$ cat config.mk
export PLATFORM = sky130hd
export DESIGN_NAME = half_size_scalar_lattice_reduce_unit
export DESIGN_NICKNAME = d
export VERILOG_FILES = /design/src/design/hslr_pkg.sv /design/src/design/hslr_digit_alu.sv /design/src/design/half_size_scalar_lattice_reduce_unit.sv
export SDC_FILE = /design/constraint.sdc
export NUM_CORES = 2
export LEC_CHECK = 0
export CORE_ASPECT_RATIO = 1.4
export CORE_MARGIN = 1
export CORE_UTILIZATION = 28
export DETAILED_ROUTE_END_ITERATION = 10
export DONT_BUFFER_PORTS = 1
export HOLD_SLACK_MARGIN = 0.02
export PLACE_DENSITY = 0.51
export SLEW_MARGIN = 20
export SYNTH_ARGS = -nofsm -noshare
export SYNTH_HDL_FRONTEND = slang
export SYNTH_SLANG_ARGS = --single-unit
$ cat constraint.sdc
create_clock -name i_clk -period 38.7 [get_ports i_clk]
set_input_delay 3.87 -clock i_clk [delete_from_list [all_inputs] [get_ports i_clk]]
set_output_delay 3.87 -clock i_clk [all_outputs]
set_load 0.05 [all_outputs]
$ cat src/design/hslr_pkg.sv
// package: constants and types of the half-size lattice reduce unit
package hslr_pkg;
    localparam int DIG_W = 64;
    localparam int NDIG = 4;
    localparam int TDIG = 2;
    localparam int PLEN_W = 7;
    localparam int LEN_W = 9;
    localparam int S_W = 10;
    localparam int ITER_W = 11;

    typedef logic [DIG_W-1:0] t_word;
    typedef logic [PLEN_W-1:0] t_plen;
    typedef logic [LEN_W-1:0] t_len;

    localparam t_word EL_W0 = 64'h5812631a5cf5d3ed;
    localparam t_word EL_W1 = 64'h14def9dea2f79cd6;
    localparam t_word EL_W2 = 64'h0;
    localparam t_word EL_W3 = 64'h1000000000000000;
    localparam t_len EL_LEN = 9'd253;
    localparam t_len WIDE_LIMIT = 9'd192;
    localparam t_len TARGET_LEN = 9'd127;
    localparam logic [ITER_W-1:0] ITER_LIMIT = 11'd1024;

    // control of one digit step
    typedef struct packed {
        logic sub;
        logic zero;
        logic [5:0] bits;
    } t_alu_ctl;

    // position of highest set bit plus one
    function automatic t_plen plen(input t_word w);
        t_plen l;
        l = '0;
        for (int i = 0; i < DIG_W; i++) begin
            if (w[i]) begin
                l = PLEN_W'(i + 1);
            end
        end
        return l;
    endfunction
endpackage

$ cat src/design/hslr_digit_alu.sv
// one digit of shifted add or subtract
module hslr_digit_alu (
    input  hslr_pkg::t_word    i_a,
    input  hslr_pkg::t_word    i_hi,
    input  hslr_pkg::t_word    i_lo,
    input  hslr_pkg::t_alu_ctl i_ctl,
    input  logic               i_cin,
    output hslr_pkg::t_word    o_z,
    output logic               o_cout
);
    import hslr_pkg::*;

    logic [2*DIG_W-1:0] w_fun;
    t_word w_b;
    logic [DIG_W:0] w_sum;

    // funnel shift of two neighbouring source digits
    assign w_fun = {i_hi, i_lo} << i_ctl.bits;
    assign w_b = i_ctl.zero ? '0 : w_fun[2*DIG_W-1:DIG_W];

    // add or subtract with carry or borrow
    always_comb begin
        if (i_ctl.sub) begin
            w_sum = {1'b0, i_a} - {1'b0, w_b} - {{DIG_W{1'b0}}, i_cin};
        end else begin
            w_sum = {1'b0, i_a} + {1'b0, w_b} + {{DIG_W{1'b0}}, i_cin};
        end
    end

    assign o_z = w_sum[DIG_W-1:0];
    assign o_cout = w_sum[DIG_W];
endmodule

$ cat src/design/half_size_scalar_lattice_reduce_unit.sv
// top level: digit-serial half-size lattice reduction of a scalar
// wide phase over four 64-bit digits of r, narrow phase over three; each iteration steps
//   one digit of r per cycle, and of t in the first two steps, on separate r and t add/sub units
// one scalar at a time, at most 1024 iterations
// a new beat is taken only once the previous result beat has left
// reset: synchronous active-low, clears the sequencer and output valid
module half_size_scalar_lattice_reduce_unit (
    input  logic         i_clk,
    input  logic         i_rst_n,
    input  logic         s_axis_tvalid,
    output logic         s_axis_tready,
    // v_limb0, v_limb1, v_limb2, v_limb3
    input  logic [255:0] s_axis_tdata,
    output logic         m_axis_tvalid,
    input  logic         m_axis_tready,
    // c0_low, c0_high, c1_low, c1_high
    output logic [255:0] m_axis_tdata
);
    import hslr_pkg::*;

    typedef enum logic [2:0] {
        ST_IDLE, ST_LEN, ST_LENF, ST_CHECK, ST_RUN, ST_DECIDE, ST_OUT
    } t_state;

    t_state r_state;
    t_word r_r2 [NDIG];
    t_word r_r1 [NDIG];
    t_word r_rn [NDIG];
    t_word r_t2 [TDIG];
    t_word r_t1 [TDIG];
    t_word r_tn [TDIG];
    t_plen r_lp [NDIG];
    t_plen r_ln [NDIG];
    t_len r_len1, r_len2;
    logic signed [S_W-1:0] r_s;
    logic r_same, r_wide, r_cr, r_ct;
    logic [ITER_W-1:0] r_iter;
    logic [1:0] r_d;
    logic [255:0] r_out;
    logic r_oval;

    t_alu_ctl w_rctl, w_tctl;
    t_word w_ra, w_rhi, w_rlo, w_rz, w_thi, w_tlo, w_tz;
    t_plen w_rlp, w_rln;
    logic w_rco, w_tco, w_nwide, w_stop, w_same;
    logic [2:0] w_k, w_di;
    t_len w_lenr, w_len0;
    logic signed [S_W-1:0] w_s;
    logic [1:0] w_last;

    // bit length from per-digit hints
    function automatic t_len blen(input t_plen lp [NDIG], input t_plen ln [NDIG],
                                  input logic neg, input logic narrow);
        t_len l;
        t_plen w;
        l = '0;
        for (int i = 0; i < NDIG; i++) begin
            w = neg ? ln[i] : lp[i];
            if (!(narrow && i == NDIG - 1) && w != '0) begin
                l = LEN_W'(DIG_W * i) + LEN_W'(w);
            end
        end
        return l;
    endfunction

    // shift operand digit selection
    assign w_k = {1'b0, r_s[7:6]};
    assign w_di = {1'b0, r_d};
    always_comb begin
        w_rhi = '0;
        w_rlo = '0;
        w_thi = '0;
        w_tlo = '0;
        if (w_di >= w_k) begin
            w_rhi = r_r1[2'(w_di - w_k)];
            if (w_k <= 3'd1) begin
                w_thi = r_t1[1'(w_di - w_k)];
            end
        end
        if (w_di >= w_k + 3'd1) begin
            w_rlo = r_r1[2'(w_di - w_k - 3'd1)];
            if (w_k == 3'd0) begin
                w_tlo = r_t1[1'(w_di - w_k - 3'd1)];
            end
        end
    end

    // digit step control
    always_comb begin
        if (r_state == ST_RUN) begin
            w_ra = r_r2[r_d];
            w_rctl.sub = r_same;
            w_rctl.zero = (r_s < 0) || (r_s >= (r_wide ? S_W'(256) : S_W'(192)));
            w_rctl.bits = r_s[5:0];
        end else begin
            w_ra = r_r1[r_d];
            w_rctl.sub = 1'b0;
            w_rctl.zero = 1'b1;
            w_rctl.bits = '0;
        end
        w_tctl.sub = r_same;
        w_tctl.zero = (r_s < 0) || (r_s >= S_W'(128));
        w_tctl.bits = r_s[5:0];
    end

    hslr_digit_alu u_ralu (
        .i_a(w_ra), .i_hi(w_rhi), .i_lo(w_rlo), .i_ctl(w_rctl),
        .i_cin(r_state == ST_RUN ? r_cr : 1'b0),
        .o_z(w_rz), .o_cout(w_rco)
    );

    hslr_digit_alu u_talu (
        .i_a(r_t2[r_d[0]]), .i_hi(w_thi), .i_lo(w_tlo), .i_ctl(w_tctl),
        .i_cin(r_ct),
        .o_z(w_tz), .o_cout(w_tco)
    );

    // bit-length hints of the current r digit
    assign w_rlp = plen(w_rz);
    assign w_rln = plen(~w_rz);

    // loop control
    assign w_nwide = r_wide && !(r_len2 < WIDE_LIMIT);
    assign w_stop = (!w_nwide && r_len1 <= TARGET_LEN) || (r_iter >= ITER_LIMIT);
    assign w_s = S_W'({1'b0, r_len2}) - S_W'({1'b0, r_len1});
    assign w_same = w_nwide ? (r_r2[3][DIG_W-1] == r_r1[3][DIG_W-1])
                            : (r_r2[2][DIG_W-1] == r_r1[2][DIG_W-1]);
    assign w_last = r_wide ? 2'd3 : 2'd2;
    assign w_lenr = blen(r_lp, r_ln, r_wide ? r_rn[3][DIG_W-1] : r_rn[2][DIG_W-1],
                         !r_wide);
    assign w_len0 = blen(r_lp, r_ln, r_r1[3][DIG_W-1], 1'b0);

    // sequencer and registered outputs
    always_ff @(posedge i_clk) begin
        if (!i_rst_n) begin
            r_state <= ST_IDLE;
            r_oval <= 1'b0;
        end else begin
            unique case (r_state)
                ST_IDLE: begin
                    if (s_axis_tvalid) begin
                        for (int i = 0; i < NDIG; i++) begin
                            r_r1[i] <= s_axis_tdata[DIG_W*i +: DIG_W];
                        end
                        r_r2[0] <= EL_W0;
                        r_r2[1] <= EL_W1;
                        r_r2[2] <= EL_W2;
                        r_r2[3] <= EL_W3;
                        r_t2[0] <= '0;
                        r_t2[1] <= '0;
                        r_t1[0] <= t_word'(1);
                        r_t1[1] <= '0;
                        r_len2 <= EL_LEN;
                        r_wide <= 1'b1;
                        r_iter <= '0;
                        r_d <= '0;
                        r_s <= '0;
                        r_state <= ST_LEN;
                    end
                end
                ST_LEN: begin
                    r_lp[r_d] <= w_rlp;
                    r_ln[r_d] <= w_rln;
                    r_d <= r_d + 2'd1;
                    if (r_d == 2'd3) begin
                        r_state <= ST_LENF;
                    end
                end
                ST_LENF: begin
                    r_len1 <= w_len0;
                    r_state <= ST_CHECK;
                end
                ST_CHECK: begin
                    r_wide <= w_nwide;
                    if (r_wide && !w_nwide) begin
                        r_r1[3] <= '0;
                        r_r2[3] <= '0;
                    end
                    if (w_stop) begin
                        r_out <= {r_t1[1], r_t1[0], r_r1[1], r_r1[0]};
                        r_oval <= 1'b1;
                        r_state <= ST_OUT;
                    end else begin
                        r_s <= w_s;
                        r_same <= w_same;
                        r_rn[3] <= '0;
                        r_lp[3] <= '0;
                        r_ln[3] <= '0;
                        r_d <= '0;
                        r_cr <= 1'b0;
                        r_ct <= 1'b0;
                        r_iter <= r_iter + ITER_W'(1);
                        r_state <= ST_RUN;
                    end
                end
                ST_RUN: begin
                    r_rn[r_d] <= w_rz;
                    r_lp[r_d] <= w_rlp;
                    r_ln[r_d] <= w_rln;
                    r_cr <= w_rco;
                    if (r_d < 2'd2) begin
                        r_tn[r_d[0]] <= w_tz;
                        r_ct <= w_tco;
                    end
                    r_d <= r_d + 2'd1;
                    if (r_d == w_last) begin
                        r_state <= ST_DECIDE;
                    end
                end
                ST_DECIDE: begin
                    if (w_lenr > r_len1) begin
                        r_r2 <= r_rn;
                        r_t2 <= r_tn;
                        r_len2 <= w_lenr;
                    end else begin
                        r_r2 <= r_r1;
                        r_r1 <= r_rn;
                        r_t2 <= r_t1;
                        r_t1 <= r_tn;
                        r_len2 <= r_len1;
                        r_len1 <= w_lenr;
                    end
                    r_state <= ST_CHECK;
                end
                ST_OUT: begin
                    if (m_axis_tready) begin
                        r_oval <= 1'b0;
                        r_state <= ST_IDLE;
                    end
                end
                default: begin
                    r_state <= ST_IDLE;
                end
            endcase
        end
    end

    assign s_axis_tready = (r_state == ST_IDLE);
    assign m_axis_tvalid = r_oval;
    assign m_axis_tdata = r_out;
endmodule

After elaboration in Yosys (flattened, before gate mapping)
Cells that the tools add are included.
{"block": "classes", "reduce_logical": 49, "multipliers": 0, "div": 0, "n_eq_ne": 19, "n_lt_le_gt_ge": 19, "n_mux": 241, "bitwise_logic": 8, "n_shift": 2, "addsub": 20}
{"cell": "$mux 64", "n": 30}
{"cell": "$mux 256", "n": 4}
{"cell": "$mux 7", "n": 138}
{"cell": "$pmux 192 s2", "n": 2}
{"cell": "$bmux 64 s2", "n": 4}
{"cell": "$mux 128", "n": 4}
{"cell": "$pmux 128 s2", "n": 2}
{"cell": "$pmux 64 s3", "n": 2}
{"cell": "$bwmux 256", "n": 1}
{"cell": "$shl 128x6->128", "n": 2}
{"cell": "$add 64x64->65", "n": 2}
{"cell": "$add 65x1->65", "n": 2}
{"cell": "$mux 65", "n": 2}
{"cell": "$sub 64x64->65", "n": 2}
{"cell": "$sub 65x1->65", "n": 2}
{"cell": "$bwmux 128", "n": 1}
{"cell": "$demux 64 s2", "n": 1}
{"cell": "$pmux 64 s2", "n": 1}
{"cell": "$mux 9", "n": 10}
{"cell": "$demux 64 s1", "n": 1}
{"cell": "$not 64->64", "n": 1}
{"cell": "$bwmux 28", "n": 2}
{"cell": "$reduce_bool 7->1", "n": 8}
{"cell": "$add 8x7->9 const A", "n": 4}
{"cell": "other kinds (58)", "n": 130}
{"block": "word_totals", "regBits": 1513, "rom_bits": 0, "latchBits": 0, "mem_count": 0, "ramBits": 0}

Logic depth before layout (Yosys ltp)
{"block": "logic_depth", "word_depth": 79, "ltp_mapped": 47, "ltp_nobuf": 39}

Cells and area by module
A second synthesis with hierarchy kept.
{"block": "hier_totals", "hier_cells": 10247, "area_unflattened_um2": 103655.7}
{"module": "half_size_scalar_lattice_reduce_unit", "cells_per_inst": 5596, "n_inst": 1, "seq_area_each_um2": 45393.5, "area_each_um2": 70551.4}
{"module": "hslr_digit_alu (u_ralu)", "cells_per_inst": 2330, "n_inst": 1, "seq_area_each_um2": 0.0, "area_each_um2": 16623.4}
{"module": "hslr_digit_alu (u_talu)", "cells_per_inst": 2321, "n_inst": 1, "seq_area_each_um2": 0.0, "area_each_um2": 16480.8}

Worst setup path before layout
OpenSTA, ideal clock, no wires.
{"block": "synth_timing", "path_type": "input to register", "startpoint": "in i_rst_n", "endpoint": "reg r_r1[100] (netlist name), enable pin", "n_path_buf": 1, "t_arrival_ns": 34.907, "setup_slack_ns": 2.304, "required_time_ns": 37.212, "stages": 3, "cell_sequence": "buf_1 o21a_1 a21boi_0"}
{"block": "synth_between", "elab_chain_cells": 1}
{"element": "from (decl)", "line_no": "half_size_scalar_lattice_reduce_unit.sv:9", "rtl": "input logic i_rst_n,"}
{"element": "$reduce_and 4->1 (no source line)"}
{"element": "to (signal, indexed assignment)", "line_no": "half_size_scalar_lattice_reduce_unit.sv:143", "rtl": "r_r1[i] <= s_axis_tdata[DIG_W*i +: DIG_W];"}
{"element": "to (signal assigned)", "line_no": "half_size_scalar_lattice_reduce_unit.sv:217", "rtl": "r_r1 <= r_rn;"}
{"element": "to (decl)", "line_no": "half_size_scalar_lattice_reduce_unit.sv:27", "rtl": "t_word r_r1 [NDIG];"}
No other way between the ends.
A chain may end at the register's enable or synchronous reset.

Final worst setup path
{"block": "layout_timing", "startpoint": "reg r_d[1]", "endpoint": "reg r_ln[5] (netlist name) (data pin)"}
{"block": "layout_between", "word_cells_on_any_way": 99}
{"element": "from (decl)", "line_no": "half_size_scalar_lattice_reduce_unit.sv:38", "rtl": "logic [1:0] r_d;"}
{"element": "from (signal assigned)", "line_no": "half_size_scalar_lattice_reduce_unit.sv:164", "rtl": "r_d <= r_d + 2'd1;"}
{"element": "from (signal assigned)", "line_no": "half_size_scalar_lattice_reduce_unit.sv:205", "rtl": "r_d <= r_d + 2'd1;"}
{"element": "$sub 2x2->2"}
{"element": "$sub 2x1->2"}
{"element": "$not 2->3 (implied by the code)", "line_no": "half_size_scalar_lattice_reduce_unit.sv:81", "rtl": "w_rlo = r_r1[2'(w_di - w_k - 3'd1)];"}
{"element": "$bmux 64 s2", "line_no": "half_size_scalar_lattice_reduce_unit.sv:81"}
{"element": "$mux 64 (implied by the code) (2 in series)", "line_no": "half_size_scalar_lattice_reduce_unit.sv:81"}
{"element": "$mux 64", "line_no": "half_size_scalar_lattice_reduce_unit.sv:80", "rtl": "if (w_di >= w_k + 3'd1) begin"}
{"element": "$shl 128x6->128", "line_no": "hslr_digit_alu.sv:18", "rtl": "assign w_fun = {i_hi, i_lo} << i_ctl.bits;"}
{"element": "$mux 64", "line_no": "hslr_digit_alu.sv:19", "rtl": "assign w_b = i_ctl.zero ? '0 : w_fun[2*DIG_W-1:DIG_W];"}
{"element": "$add 64x64->65 / $sub 64x64->65 (equally long branches)", "line_no": "hslr_digit_alu.sv:26, hslr_digit_alu.sv:24"}
{"element": "$add 65x1->65 / $sub 65x1->65 (equally long branches)", "line_no": "hslr_digit_alu.sv:26, hslr_digit_alu.sv:24"}
{"element": "$mux 65 (*)", "line_no": "hslr_digit_alu.sv:23", "rtl": "if (i_ctl.sub) begin"}
{"element": "named net u_ralu.o_z[62]", "line_no": "hslr_digit_alu.sv:8", "rtl": "output hslr_pkg::t_word o_z,"}
{"element": "$not 64->64 (*)", "line_no": "half_size_scalar_lattice_reduce_unit.sv:120", "rtl": "assign w_rln = plen(~w_rz);"}
{"element": "$mux 7 (*) (2 in series)", "line_no": "hslr_pkg.sv:36", "rtl": "if (w[i]) begin"}
{"element": "$bwmux 28 (*)", "line_no": "half_size_scalar_lattice_reduce_unit.sv:163, half_size_scalar_lattice_reduce_unit.sv:199"}
{"element": "$pmux 7 s2 (*)", "line_no": "half_size_scalar_lattice_reduce_unit.sv:139", "rtl": "unique case (r_state)"}
{"element": "to (signal, indexed assignment)", "line_no": "half_size_scalar_lattice_reduce_unit.sv:163", "rtl": "r_ln[r_d] <= w_rln;"}
{"element": "to (signal, indexed assignment)", "line_no": "half_size_scalar_lattice_reduce_unit.sv:199", "rtl": "r_ln[r_d] <= w_rln;"}
{"element": "to (decl)", "line_no": "half_size_scalar_lattice_reduce_unit.sv:33", "rtl": "t_plen r_ln [NDIG];"}
Mark *: on every way through the listed nets, which the timed path passes. The rest lies on a longest branch. The select of a mux whose other input is x is not followed.

==> flow_metrics.py <==
metrics = {
    "floorplanning": {
        "rows": 260,
        "die_w_um": 510,
        "design.core.area_mm2": 0.358,
        "die_y_um": 713,
        "pin_count": 518,
        "die_area_mm2": 0.363,
        "start_util_pct": 28.2,
    },
    "finish": {
        "nFillCells": 37400,
        "area_growth_pct": 10.5,
        "final_util_pct": 31.2,
        "final_common_cell": "nand2_1",
        "layout_common_cells": "nand2_1, edfxtp_1, a21oi_1",
        "final_nets": 10700,
        "drive_gt1_share_pct": 9.57,
    },
    "power_and_ir_drop": {
        "p_per_area_mw_per_mm2": 44.4,
        "max-vdd-ir-drop_v": 0.0000377,
        "leakagePower_nw": 42.5,
    },
    "drt": {
        "drc_errors": 0,
        "wl_um": 419000,
        "drt_iter0_markers": 7931,
        "drtPass1Iterations": 6,
        "ant_nets": 0,
        "wl_per_cell_um": 28.2,
        "via_per_inst": 5.48,
        "vias": 81400,
    },
    "timing": {
        "fmax_ghz": 0.0738,
        "slew_headroom_pct": 18.2,
        "worst_pin_slew_ps": 1220,
        "rsz0062_at_grt": "false",
        "setup_viol": 0,
        "skew_ps": 129,
        "post-route-period-util_pct": 35.0,
        "final.setup.tns_ps": 0,
        "period_minus_slack_ps": 13560,
        "finalHoldViolations": 0,
        "slew_viol_final": 0,
    },
    "setup_path": {
        "endpoint": "r_ln[5]",
        "critical-path-max-stage-delay_ps": 1200,
        "critPathLaunchType": "register",
        "r2r-start": "r_d[1]",
        "critPathArrivalTime_ps": 14170,
        "worst-path-stages": 34,
        "r2r_slack_ps": 25140,
        "critical_path_class": "reg2reg",
        "crit_family": "compound AO/OA/AOI/OAI gates",
        "worstPathRequired_ps": 39310,
        "timing.rr.end": "r_ln[5]",
        "reg2reg_depth": 34,
        "crit_start": "r_d[1]",
        "cp-end-kind": "register",
        "critPathBufInv": 3,
        "worstPathMaxFanout": 30,
        "cp_slowest_cell": "fa_4",
    },
    "hold_path": {
        "hp-class": "reg2reg",
    },
    "synth": {
        "postSynthAreaPerCell_um2": 9.81,
        "synth_cells": 10300,
        "ys_seq_area_share_pct": 44.9,
        "synth_fp_nets": 11000,
        "syn_area_mm2": 0.101,
        "synth_top_flop_cell": "edfxtp_1",
        "yosysUniqueCellTypes": 112,
        "async_reset_ff_share_pct": 0,
        "yosysWarnings": 0,
        "ys_ff_latch": 1513,
        "synth_edf_count": 1509,
    },
    "clock_network": {
        "clockBufferDepth": 4,
        "numCtsBuffers": 171,
        "cts_resized": 0,
        "clock_sinks": 1513,
        "ctsHoldBuffers": 0,
        "clkTransAtPathRegs_ps": 120,
        "clock_latency_ps": 920,
        "postCtsSetupBuffers": 0,
        "cts_tree": "done",
        "h-tree-depth": 4,
        "root_buffer": "clkbuf_16",
    },
    "outcome": {
        "outcome": "finished clean",
    },
    "global_route": {
        "grt_pass1_vias": 78600,
        "grt_max_degree": 162,
        "grt_pass1_wl_um": 585000,
        "overflow": 0,
        "grt_usage_pct": 22.3,
        "grt_antenna_before_repair": 54,
    },
    "job": {
        "maxCapViolations": 0,
    },
    "placement": {
        "dp_hpwl_um": 313000,
        "portBuffers": 0,
        "gp_congestion": 1.02,
    },
}
stage by stage:
step / worst slack (ps) / hold slack, ps / area (um2) / cells / total power, W
floorplan: 2300 / 462 / 101000 / 10300 / 0.00287
global placement: 25180 / 518 / 106000 / 14500 / 0.00330
detailed placement: 25080 / 523 / 106000 / 14500 / 0.00330
CTS: 25070 / 507 / 112000 / 14800 / 0.00496
global route: 24680 / 519 / 112000 / 14800 / 0.00513
finish: 25140 / 501 / 112000 / 14900 / 0.00496
per-layer routing:
metal	wire length [um]	vias up	global-route usage, %
met1	162000	40700	26.7
met4	27900	10	12.7
met3	28200	815	3.44
met5	93	-	0
met2	201000	3308	37.7
li1	-	36500	-
flip-flops by register name, indices dropped and copies added (netlist names):
register / count
r_rn: 256
r_ct: 1
r_wide: 1
r_len1: 9
r_lp: 28
m_axis_tdata: 256
r_t2: 128
r_len2: 9
m_axis_tvalid: 1
r_r2: 256
r_iter: 11
r_t1: 128
r_d: 2
r_state: 3
r_tn: 128
r_same: 1
r_r1: 256
r_cr: 1
r_ln: 28
r_s: 10
how the worst min path moves through the flow:
stage               from           endpoint  slack (ps)  cells past startpoint
5_1_grt         r_tn[30]           r_t1[30]         520                      1
6_report       r_rn[209]          r_r1[209]         500                      2
2_1_floorplan   r_t1[65]  m_axis_tdata[129]         460                      0
3_5_place_dp    r_rn[78]           r_r1[78]         520                      2
3_3_place_gp   r_rn[154]          r_r1[154]         520                      2
4_1_cts         r_tn[30]           r_t1[30]         510                      1
cell type report:
class                      instances  area, um2  area share, %
timing repair buffer             179       1430           1.28
clock inverter                   120       1160           1.04
clock buffer                     182       4360           3.91
inverter                         400       1510           1.35
sequential                      1513      45400           40.6
multi-input combinational       7732      51900           46.5
tap                             4716       5900           5.28
antenna                           19       47.5         0.0426
cell families after synthesis:
| group | after synthesis | synth area share (%) |
|---|---|---|
| buffers and inverters | 1059 | 4.11 |
| AND/OR/NAND/NOR | 4030 | 16.9 |
| adder cells (fa/ha/maj) | 418 | 5.24 |
| flip-flops | 1513 | 44.9 |
| AO/OA/AOI/OAI | 1998 | 12.4 |
| multiplexers | 1069 | 14.5 |
| XOR/XNOR | 217 | 1.88 |
cell usage after synthesis, drive strengths merged (18+ instances only):
master | number | share of area (%)
a21oi | 830 | 4.1
nor2 | 773 | 2.9
inv | 397 | 1.5
or2 | 18 | 0.11
buf | 158 | 0.76
ha | 410 | 5.1
xor2 | 78 | 0.68
o21bai | 61 | 0.45
edfxtp | 1509 | 45
nor3 | 146 | 0.75
and3 | 78 | 0.48
clkbuf | 501 | 1.9
a22o | 66 | 0.57
or3 | 38 | 0.25
nand2b | 55 | 0.34
xnor2 | 139 | 1.2
a21o | 156 | 1.2
nand3 | 233 | 1.2
o211ai | 61 | 0.46
nand4 | 34 | 0.21
nand2 | 2348 | 8.7
a31oi | 51 | 0.33
o31ai | 32 | 0.24
nor4 | 24 | 0.15
and2 | 180 | 1.1
mux2i | 655 | 6.5
mux4 | 295 | 6.7
nor2b | 58 | 0.36
o21a | 60 | 0.45
a211oi | 160 | 1.2
o21ai | 318 | 1.6
mux2 | 119 | 1.3
tightest hold or removal path, delay by kind of cell, from the launching register on:
family / cells / cell delay (ps)
flops: 1 / 350
simple gates: 2 / 100
power by group:
part	leakage [nW]	switching [W]	internal, W
clock	2.73	0.000723	0.000941
combinational	25.9	0.000889	0.000453
sequential	13.9	0.0000683	0.00188
Note: power is estimated with default switching activity, not from simulation.
